**src/sv/scsde_pkg.sv**
```systemverilog
// ---------------------------------------------------------------------------
// scsde_pkg
// Shared types and constants for the shadow call stack diff emitter.
// ---------------------------------------------------------------------------
package scsde_pkg;

    localparam int DEPTH_W = 6;
    localparam int ADDR_BITS = 64;
    localparam int KIND_W = 8;

    typedef enum logic [1:0] {
        REQ_PUSH        = 2'd0,
        REQ_POP         = 2'd1,
        REQ_EVENT_STACK = 2'd2,
        REQ_EVENT_BARE  = 2'd3
    } req_type_t;

    typedef enum logic {
        ITEM_HEADER = 1'b0,
        ITEM_FRAME  = 1'b1
    } item_kind_t;

    typedef enum logic {
        ST_IDLE = 1'b0,
        ST_WALK = 1'b1
    } state_t;

endpackage

```
**src/sv/scsde_ram.sv**
```systemverilog
// ---------------------------------------------------------------------------
// scsde_ram
// Generic single-write, single-read RAM with registered read data.
// ---------------------------------------------------------------------------
module scsde_ram #(
    parameter int WIDTH  = 64,
    parameter int DEPTH  = 32,
    parameter int ADDR_W = (DEPTH > 1) ? $clog2(DEPTH) : 1
) (
    input  logic              clk,
    input  logic              wr_en,
    input  logic [ADDR_W-1:0] wr_addr,
    input  logic [WIDTH-1:0]  wr_data,
    input  logic              rd_en,
    input  logic [ADDR_W-1:0] rd_addr,
    output logic [WIDTH-1:0]  rd_data
);

    logic [WIDTH-1:0] mem [DEPTH];
    logic [WIDTH-1:0] rd_data_reg;

    always_ff @(posedge clk)
    begin
        if (wr_en)
        begin
            mem[wr_addr] <= wr_data;
        end
        if (rd_en)
        begin
            rd_data_reg <= mem[rd_addr];
        end
    end

    assign rd_data = rd_data_reg;

endmodule

```
**src/sv/shadow_call_stack_diff_emitter.sv**
```systemverilog
// ---------------------------------------------------------------------------
// shadow_call_stack_diff_emitter
// Shadow call stack with a reported-depth mark; events emit a header, and
// events with stack also emit the frames pushed since the last report.
// ---------------------------------------------------------------------------
// Usage:
//   Input channel (in_valid/in_ready) takes one request item: push, pop,
//   event with stack or event without stack. Output channel
//   (out_valid/out_ready) delivers header and frame items; last marks the
//   final item of an event.
//   Push and pop emit nothing. An event emits its header plus one frame
//   item per newly reported frame; the frame walk reads the frame RAM
//   one entry per cycle while the receiver does not stall.
//   The first result appears in the output register the cycle after the
//   event is accepted. Outside a frame walk, the input is taken while a
//   result waits in the output register unless the request itself must emit.
//   Reset empties the stack, clears the mark and the failed flag; frame
//   RAM contents are not cleared (only pushed entries are ever read).
//   A receiver stall holds the output register and pauses the frame walk.
//   After a push onto a full stack all requests are taken and dropped.
// ---------------------------------------------------------------------------
module shadow_call_stack_diff_emitter
    import scsde_pkg::*;
#(
    parameter int STACK_DEPTH = 32
) (
    input  logic                 clk,
    input  logic                 rst_n,
    input  logic                 in_valid,
    output logic                 in_ready,
    input  logic [1:0]           req_type,
    input  logic [ADDR_BITS-1:0] caller_address,
    input  logic [KIND_W-1:0]    event_kind,
    input  logic [ADDR_BITS-1:0] event_pointer,
    output logic                 out_valid,
    input  logic                 out_ready,
    output logic                 item_kind,
    output logic [KIND_W-1:0]    kind_out,
    output logic [ADDR_BITS-1:0] pointer_out,
    output logic [DEPTH_W-1:0]   depth_out,
    output logic [DEPTH_W-1:0]   popped_to,
    output logic [ADDR_BITS-1:0] frame_address,
    output logic                 last
);

    localparam int AW = (STACK_DEPTH > 1) ? $clog2(STACK_DEPTH) : 1;
    localparam logic [DEPTH_W-1:0] FULL_DEPTH = DEPTH_W'(STACK_DEPTH);

    state_t              state_reg, state_next;
    logic [DEPTH_W-1:0]  depth_reg, depth_next;
    logic [DEPTH_W-1:0]  mark_reg, mark_next;
    logic [DEPTH_W-1:0]  idx_reg, idx_next;
    logic                failed_reg, failed_next;
    logic                out_valid_reg, out_valid_next;

    logic                 item_kind_reg;
    logic [KIND_W-1:0]    kind_out_reg;
    logic [ADDR_BITS-1:0] pointer_out_reg;
    logic [DEPTH_W-1:0]   depth_out_reg;
    logic [DEPTH_W-1:0]   popped_to_reg;
    logic [ADDR_BITS-1:0] frame_address_reg;
    logic                 last_reg;

    req_type_t            req;
    logic                 out_free;
    logic                 accept;
    logic                 has_new;
    logic [DEPTH_W-1:0]   idx_inc;
    logic [DEPTH_W-1:0]   depth_dec;
    logic                 hdr_load;
    logic                 hdr_stack;
    logic                 frame_load;
    logic                 frame_last;
    logic                 wr_en;
    logic                 rd_en;
    logic [AW-1:0]        rd_addr;
    logic [ADDR_BITS-1:0] rd_data;

    assign req        = req_type_t'(req_type);
    assign out_free   = !out_valid_reg || out_ready;
    assign has_new    = mark_reg < depth_reg;
    assign idx_inc    = idx_reg + DEPTH_W'(1);
    assign depth_dec  = depth_reg - DEPTH_W'(1);
    assign frame_last = idx_inc == depth_reg;
    assign accept     = in_valid && in_ready;

    scsde_ram #(
        .WIDTH (ADDR_BITS),
        .DEPTH (STACK_DEPTH)
    ) u_frame_ram (
        .clk     (clk),
        .wr_en   (wr_en),
        .wr_addr (depth_reg[AW-1:0]),
        .wr_data (caller_address),
        .rd_en   (rd_en),
        .rd_addr (rd_addr),
        .rd_data (rd_data)
    );

    // next state
    always_comb
    begin
        state_next = state_reg;
        case (state_reg)
            ST_IDLE:
            begin
                if (accept && !failed_reg && req == REQ_EVENT_STACK && has_new)
                begin
                    state_next = ST_WALK;
                end
            end
            ST_WALK:
            begin
                if (out_free && frame_last)
                begin
                    state_next = ST_IDLE;
                end
            end
            default:
            begin
                state_next = ST_IDLE;
            end
        endcase
    end

    // control outputs
    always_comb
    begin
        in_ready   = 1'b0;
        hdr_load   = 1'b0;
        hdr_stack  = 1'b0;
        frame_load = 1'b0;
        wr_en      = 1'b0;
        rd_en      = 1'b0;
        rd_addr    = mark_reg[AW-1:0];
        case (state_reg)
            ST_IDLE:
            begin
                in_ready = failed_reg || out_free ||
                           req == REQ_PUSH || req == REQ_POP;
                if (accept && !failed_reg)
                begin
                    case (req)
                        REQ_PUSH:
                        begin
                            wr_en = depth_reg < FULL_DEPTH;
                        end
                        REQ_POP:
                        begin
                        end
                        REQ_EVENT_STACK:
                        begin
                            hdr_load  = 1'b1;
                            hdr_stack = 1'b1;
                            rd_en     = has_new;
                        end
                        REQ_EVENT_BARE:
                        begin
                            hdr_load = 1'b1;
                        end
                        default:
                        begin
                        end
                    endcase
                end
            end
            ST_WALK:
            begin
                rd_addr = idx_inc[AW-1:0];
                if (out_free)
                begin
                    frame_load = 1'b1;
                    rd_en      = !frame_last;
                end
            end
            default:
            begin
            end
        endcase
    end

    // stack state
    always_comb
    begin
        depth_next  = depth_reg;
        mark_next   = mark_reg;
        failed_next = failed_reg;
        idx_next    = idx_reg;
        if (accept && !failed_reg)
        begin
            case (req)
                REQ_PUSH:
                begin
                    if (depth_reg < FULL_DEPTH)
                    begin
                        depth_next = depth_reg + DEPTH_W'(1);
                    end
                    else
                    begin
                        failed_next = 1'b1;
                    end
                end
                REQ_POP:
                begin
                    if (depth_reg != '0)
                    begin
                        depth_next = depth_dec;
                        if (mark_reg > depth_dec)
                        begin
                            mark_next = depth_dec;
                        end
                    end
                end
                REQ_EVENT_STACK:
                begin
                    mark_next = depth_reg;
                    idx_next  = mark_reg;
                end
                REQ_EVENT_BARE:
                begin
                end
                default:
                begin
                end
            endcase
        end
        if (frame_load)
        begin
            idx_next = idx_inc;
        end
    end

    always_comb
    begin
        out_valid_next = out_valid_reg;
        if (out_ready)
        begin
            out_valid_next = 1'b0;
        end
        if (hdr_load || frame_load)
        begin
            out_valid_next = 1'b1;
        end
    end

    always_ff @(posedge clk or negedge rst_n)
    begin
        if (!rst_n)
        begin
            state_reg     <= ST_IDLE;
            depth_reg     <= '0;
            mark_reg      <= '0;
            idx_reg       <= '0;
            failed_reg    <= 1'b0;
            out_valid_reg <= 1'b0;
        end
        else
        begin
            state_reg     <= state_next;
            depth_reg     <= depth_next;
            mark_reg      <= mark_next;
            idx_reg       <= idx_next;
            failed_reg    <= failed_next;
            out_valid_reg <= out_valid_next;
        end
    end

    // output item register
    always_ff @(posedge clk)
    begin
        if (hdr_load)
        begin
            item_kind_reg     <= ITEM_HEADER;
            kind_out_reg      <= event_kind;
            pointer_out_reg   <= event_pointer;
            depth_out_reg     <= hdr_stack ? depth_reg : '0;
            popped_to_reg     <= hdr_stack ? mark_reg : '0;
            frame_address_reg <= '0;
            last_reg          <= hdr_stack ? !has_new : 1'b1;
        end
        else if (frame_load)
        begin
            item_kind_reg     <= ITEM_FRAME;
            kind_out_reg      <= '0;
            pointer_out_reg   <= '0;
            depth_out_reg     <= '0;
            popped_to_reg     <= '0;
            frame_address_reg <= rd_data;
            last_reg          <= frame_last;
        end
    end

    assign out_valid     = out_valid_reg;
    assign item_kind     = item_kind_reg;
    assign kind_out      = kind_out_reg;
    assign pointer_out   = pointer_out_reg;
    assign depth_out     = depth_out_reg;
    assign popped_to     = popped_to_reg;
    assign frame_address = frame_address_reg;
    assign last          = last_reg;

endmodule

```
**config.mk**
```make
export PLATFORM = sky130hd
export DESIGN_NAME = shadow_call_stack_diff_emitter
export DESIGN_NICKNAME = d
export VERILOG_FILES = /design/src/sv/scsde_pkg.sv /design/src/sv/scsde_ram.sv /design/src/sv/shadow_call_stack_diff_emitter.sv
export SDC_FILE = /design/constraint.sdc
export NUM_CORES = 2
export LEC_CHECK = 0
export ABC_CLOCK_PERIOD_IN_PS = 11250
export BUFFER_PORTS_ARGS = -buffer_cell sky130_fd_sc_hd__buf_4
export CAP_MARGIN = 25
export CORE_ASPECT_RATIO = 1.25
export CORE_MARGIN = 4
export CORE_UTILIZATION = 57
export CTS_CLUSTER_DIAMETER = 100
export DETAILED_ROUTE_END_ITERATION = 12
export GPL_TIMING_DRIVEN = 1
export PLACE_DENSITY = 0.86
export REMOVE_ABC_BUFFERS = 1
export SLEW_MARGIN = 0
export SYNTH_ARGS = -nofsm -noshare
export SYNTH_HDL_FRONTEND = slang
export SYNTH_SLANG_ARGS = --single-unit
```
**constraint.sdc**
```tcl
create_clock -name clk -period 11.25 [get_ports clk]
set_clock_uncertainty 0.05 [all_clocks]
set_input_delay 1.6875 -clock clk [delete_from_list [all_inputs] [get_ports clk]]
set_output_delay 1.6875 -clock clk [all_outputs]
set_load 0.005 [all_outputs]
```
==> results by group <==
Status
  – Outcome: complete, no violations

Power
  – Internal power: 17,420 µW
  – Worst VDD drop: about 550 µV
  – Power share of the clock group: a little under a quarter
  – Combinational power share: ~44%
  – Switching Fraction: roughly two fifths
  – Tot Pwr: roughly 30,000 µW
  – Power per standard cell area: between 200 and 300 nW/µm²
  – NetSw: between 10,000 and 15,000 µW
  – Flop pwr share: about a third
  – Leakage: 0.03326 µW

Place
  – DP Area: 94,470 µm²
  – Pre-CTS WS: 5.936 ns
  – RD Place Congestion: 0.8475
  – DP Wirelength: between 100 and 150 mm
  – Placed cell count: approximately 8,300
  – Input/output buffers: 293

GRT
  – Largest net degree at the start of global routing: 220
  – Vias in the first global route: just under 60,000
  – Total Routing Usage GR: between 20 and 30%
  – Global-route wire length before repair: between 300 and 400 mm
  – Global route overflow: 0
  – Initial antenna violation count: 10

Yosys
  – Yosys synthesis warning count: 0
  – Post-synthesis sequential area ratio: approximately 75%
  – Mapped cell area: between 90,000 and 100,000 µm²
  – Netlist cell types: between 70 and 80
  – FF+latch count, synth: between 2,000 and 2,500
  – Share of flip-flops with an asynchronous set or reset: 0.9198%
  – Gate count of the mapped netlist: about 6,300
  – Number of synthesized flops with an enable pin: approximately 2,200
  – Syn_area_per_cell: 14.35 µm²
  – Primary FF master, synth: edfxtp_1

Layout
  – Fin area: slightly above 100,000 µm²
  – Layout cells sized above 1: about 11%
  – Fin nets: ~6,600
  – Area growth, synth to finish: 11.70%
  – Max FFs per register: 2,048
  – Biggest register: u_frame_ram.mem
  – Non-Filler Instances: ~8,700

Floorplanning
  – Initial Util: 57.27%
  – Die Height: around 450 µm
  – Core area: 157,900 µm²
  – Rows: around 160
  – Die area: 165,100 µm²
  – # IOs: approximately 290
  – Die width: 364.2 µm

Routing
  – Drt first pass iters: 9
  – Detailed Route Iter0 Violations: 10,570
  – DR DRC count: 0
  – Vias: ~61,000
  – Post-route ant nets: 0
  – Total wire length: roughly 250 mm
  – Avg Vias per Cell: 7.001
  – Wire length per cell: ~30 µm

Worst setup path
  – Max FO, Critical Path: 75
  – Setup CP Type: flop to flop
  – Required @ worst endpoint: 11.86 ns
  – Arrival time at the worst endpoint: a little over 6 ns
  – Startpoint types: flop
  – Crit. End Element: flop

Run
  – Max-cap violations: 0

Clock network
  – Reg clk slew, reported paths: around 0.06 ns
  – Setup Buffers After CTS: 0
  – Post_cts resized: 0
  – Bufs on Longest Clock Path: 3
  – H-Tree Depth: 4
  – Number of clock sinks: roughly 2,300
  – CTS tree: built
  – Clk_lat worst skew: 0.85 ns
  – CTS Hold Buffers Added: 0
  – Clock root cell: clkbuf_16
  – Total CTS buffers: 195

STA
  – Final period util: 49.73%
  – Final setup violation count: 0
  – Fmax: 178.8 MHz
  – Final hold vios: 0
  – Final worst setup slack: 5.656 ns
  – Worst slew pin tran: 1.207 ns
  – Slew Viols, Final: 0
  – Post-layout min period: ~5.6 ns
  – Hold Slack: between 0.4 and 0.5 ns
  – RSZ-0062 raised after global routing: false
  – Rel. slew slack: slightly below 20%

Worst hold path
  – Worst min path class: flop to flop
synthesized netlist by cell type, types with 82 or more instances:
cell type / count / area (µm²)
a211oi_1: 129 / 968.4
a21oi_1: 206 / 1031
a311oi_1: 250 / 2190
and3_1: 254 / 1589
buf_2: 166 / 830.8
clkbuf_1: 277 / 1040
edfxtp_1: 2197 / 65970
nand2_1: 980 / 3679
nand3_1: 82 / 410.4
nor2_1: 429 / 1610
o211ai_1: 128 / 960.9
o21ai_0: 279 / 1396
o2bb2ai_1: 305 / 2671
logic make-up (layout without fill, tap and decap cells):
| logic type | Yosys count | in the layout | synth area share (%) |
|---|---|---|---|
| AO/OA/AOI/OAI | 1592 | 1592 | 12.84 |
| XOR/XNOR | 24 | 24 | 0.2325 |
| adder cells (fa/ha/maj) | 18 | 18 | 0.2491 |
| buffers and inverters | 502 | 781 | 2.461 |
| flip-flops | 2283 | 2283 | 74.99 |
| multiplexers | 18 | 18 | 0.2837 |
| other | 0 | 7 | 0 |
| AND/OR/NAND/NOR | 1865 | 1865 | 8.936 |
critical path, stage by stage (launching register included):
cell and delay, ns:
dfrtp_1 0.96, ha_1 0.57, mux2i_4 0.29, buf_4 0.67
buf_4 0.74, buf_4 0.80, nor2_1 0.16, o2bb2ai_1 0.22
o211ai_1 0.13, a311o_1 0.46, o211ai_1 0.21
worst paths after layout:
kind | slack (ns) | to | depth (start not counted) | start
worst max-delay path | 5.66 | u_frame_ram.rd_data[4] | 10 | idx_reg[0]
worst min-delay path | 0.41 | frame_address[28] | 2 | frame_address[28]
worst max register to register | 5.66 | u_frame_ram.rd_data[4] | 10 | idx_reg[0]
worst min register to register | 0.41 | frame_address[28] | 2 | frame_address[28]
max in group asynchronous | 10.22 | idx_reg[0] | 1 | rst_n
min in group asynchronous | 0.69 | depth_reg[1] | 1 | rst_n
final cells by class:
cell class | instances | area, µm²
Antenna cell | 7 | 17.52
Clock buffer | 259 | 5359
Clock inverter | 102 | 1033
Fill cell | 9867 | 56870
Inverter | 15 | 57.56
Multi-Input combinational cell | 3517 | 20820
Sequential cell | 2283 | 67800
Tap cell | 2062 | 2580
Timing Repair Buffer | 405 | 3311
power by group through the flow:
stage	Sequential (µW)	Combinational, µW	Clock (µW)
after floorplan	10200	7920	0
after global placement	10200	11900	0
after detailed placement	10300	12400	0
after CTS	10100	12600	6790
after global routing	10100	13800	7150
final	10100	13200	6790
layout by cell type, fill, tap and decap left out, types with 21 or more instances in the layout:
cell and count:
o2111ai_1 64, nand3_1 80, xnor2_1 21, o211ai_1 128, dfxtp_1 65, o2bb2ai_1 305, o21ai_0 278, dfrtp_1 21
nand2_1 977, clkinv_2 32, a211oi_1 129, o21ai_1 53, a22oi_1 63, a311o_1 61, clkinv_1 37, buf_4 387
nor2_1 395, edfxtp_1 2197, and3_1 253, a21oi_1 205, clkbuf_16 202, nor2_4 35, clkbuf_1 48, and2_1 80
a311oi_1 250
metal layers:
layer / global-route usage, % / vias up / share of wire (%)
met4: 15.92 / 18 / 5.9
met3: 8.745 / 1106 / 15
met5: 0 / - / 0.087
met1: 37.00 / 29020 / 32
met2: 48.14 / 5855 / 47
li1: - / 24560 / -
through the flow:
| stage | utilization, % | TNS [ns] |
|---|---|---|
| floorplan | - | -755.88 |
| global placement | 59.72 | 0 |
| detailed placement | 59.85 | 0 |
| CTS | 63.89 | 0 |
| global route | 63.96 | 0 |
| finish | 63.97 | 0 |
No activity file was read; power rests on OpenSTA's default activity.
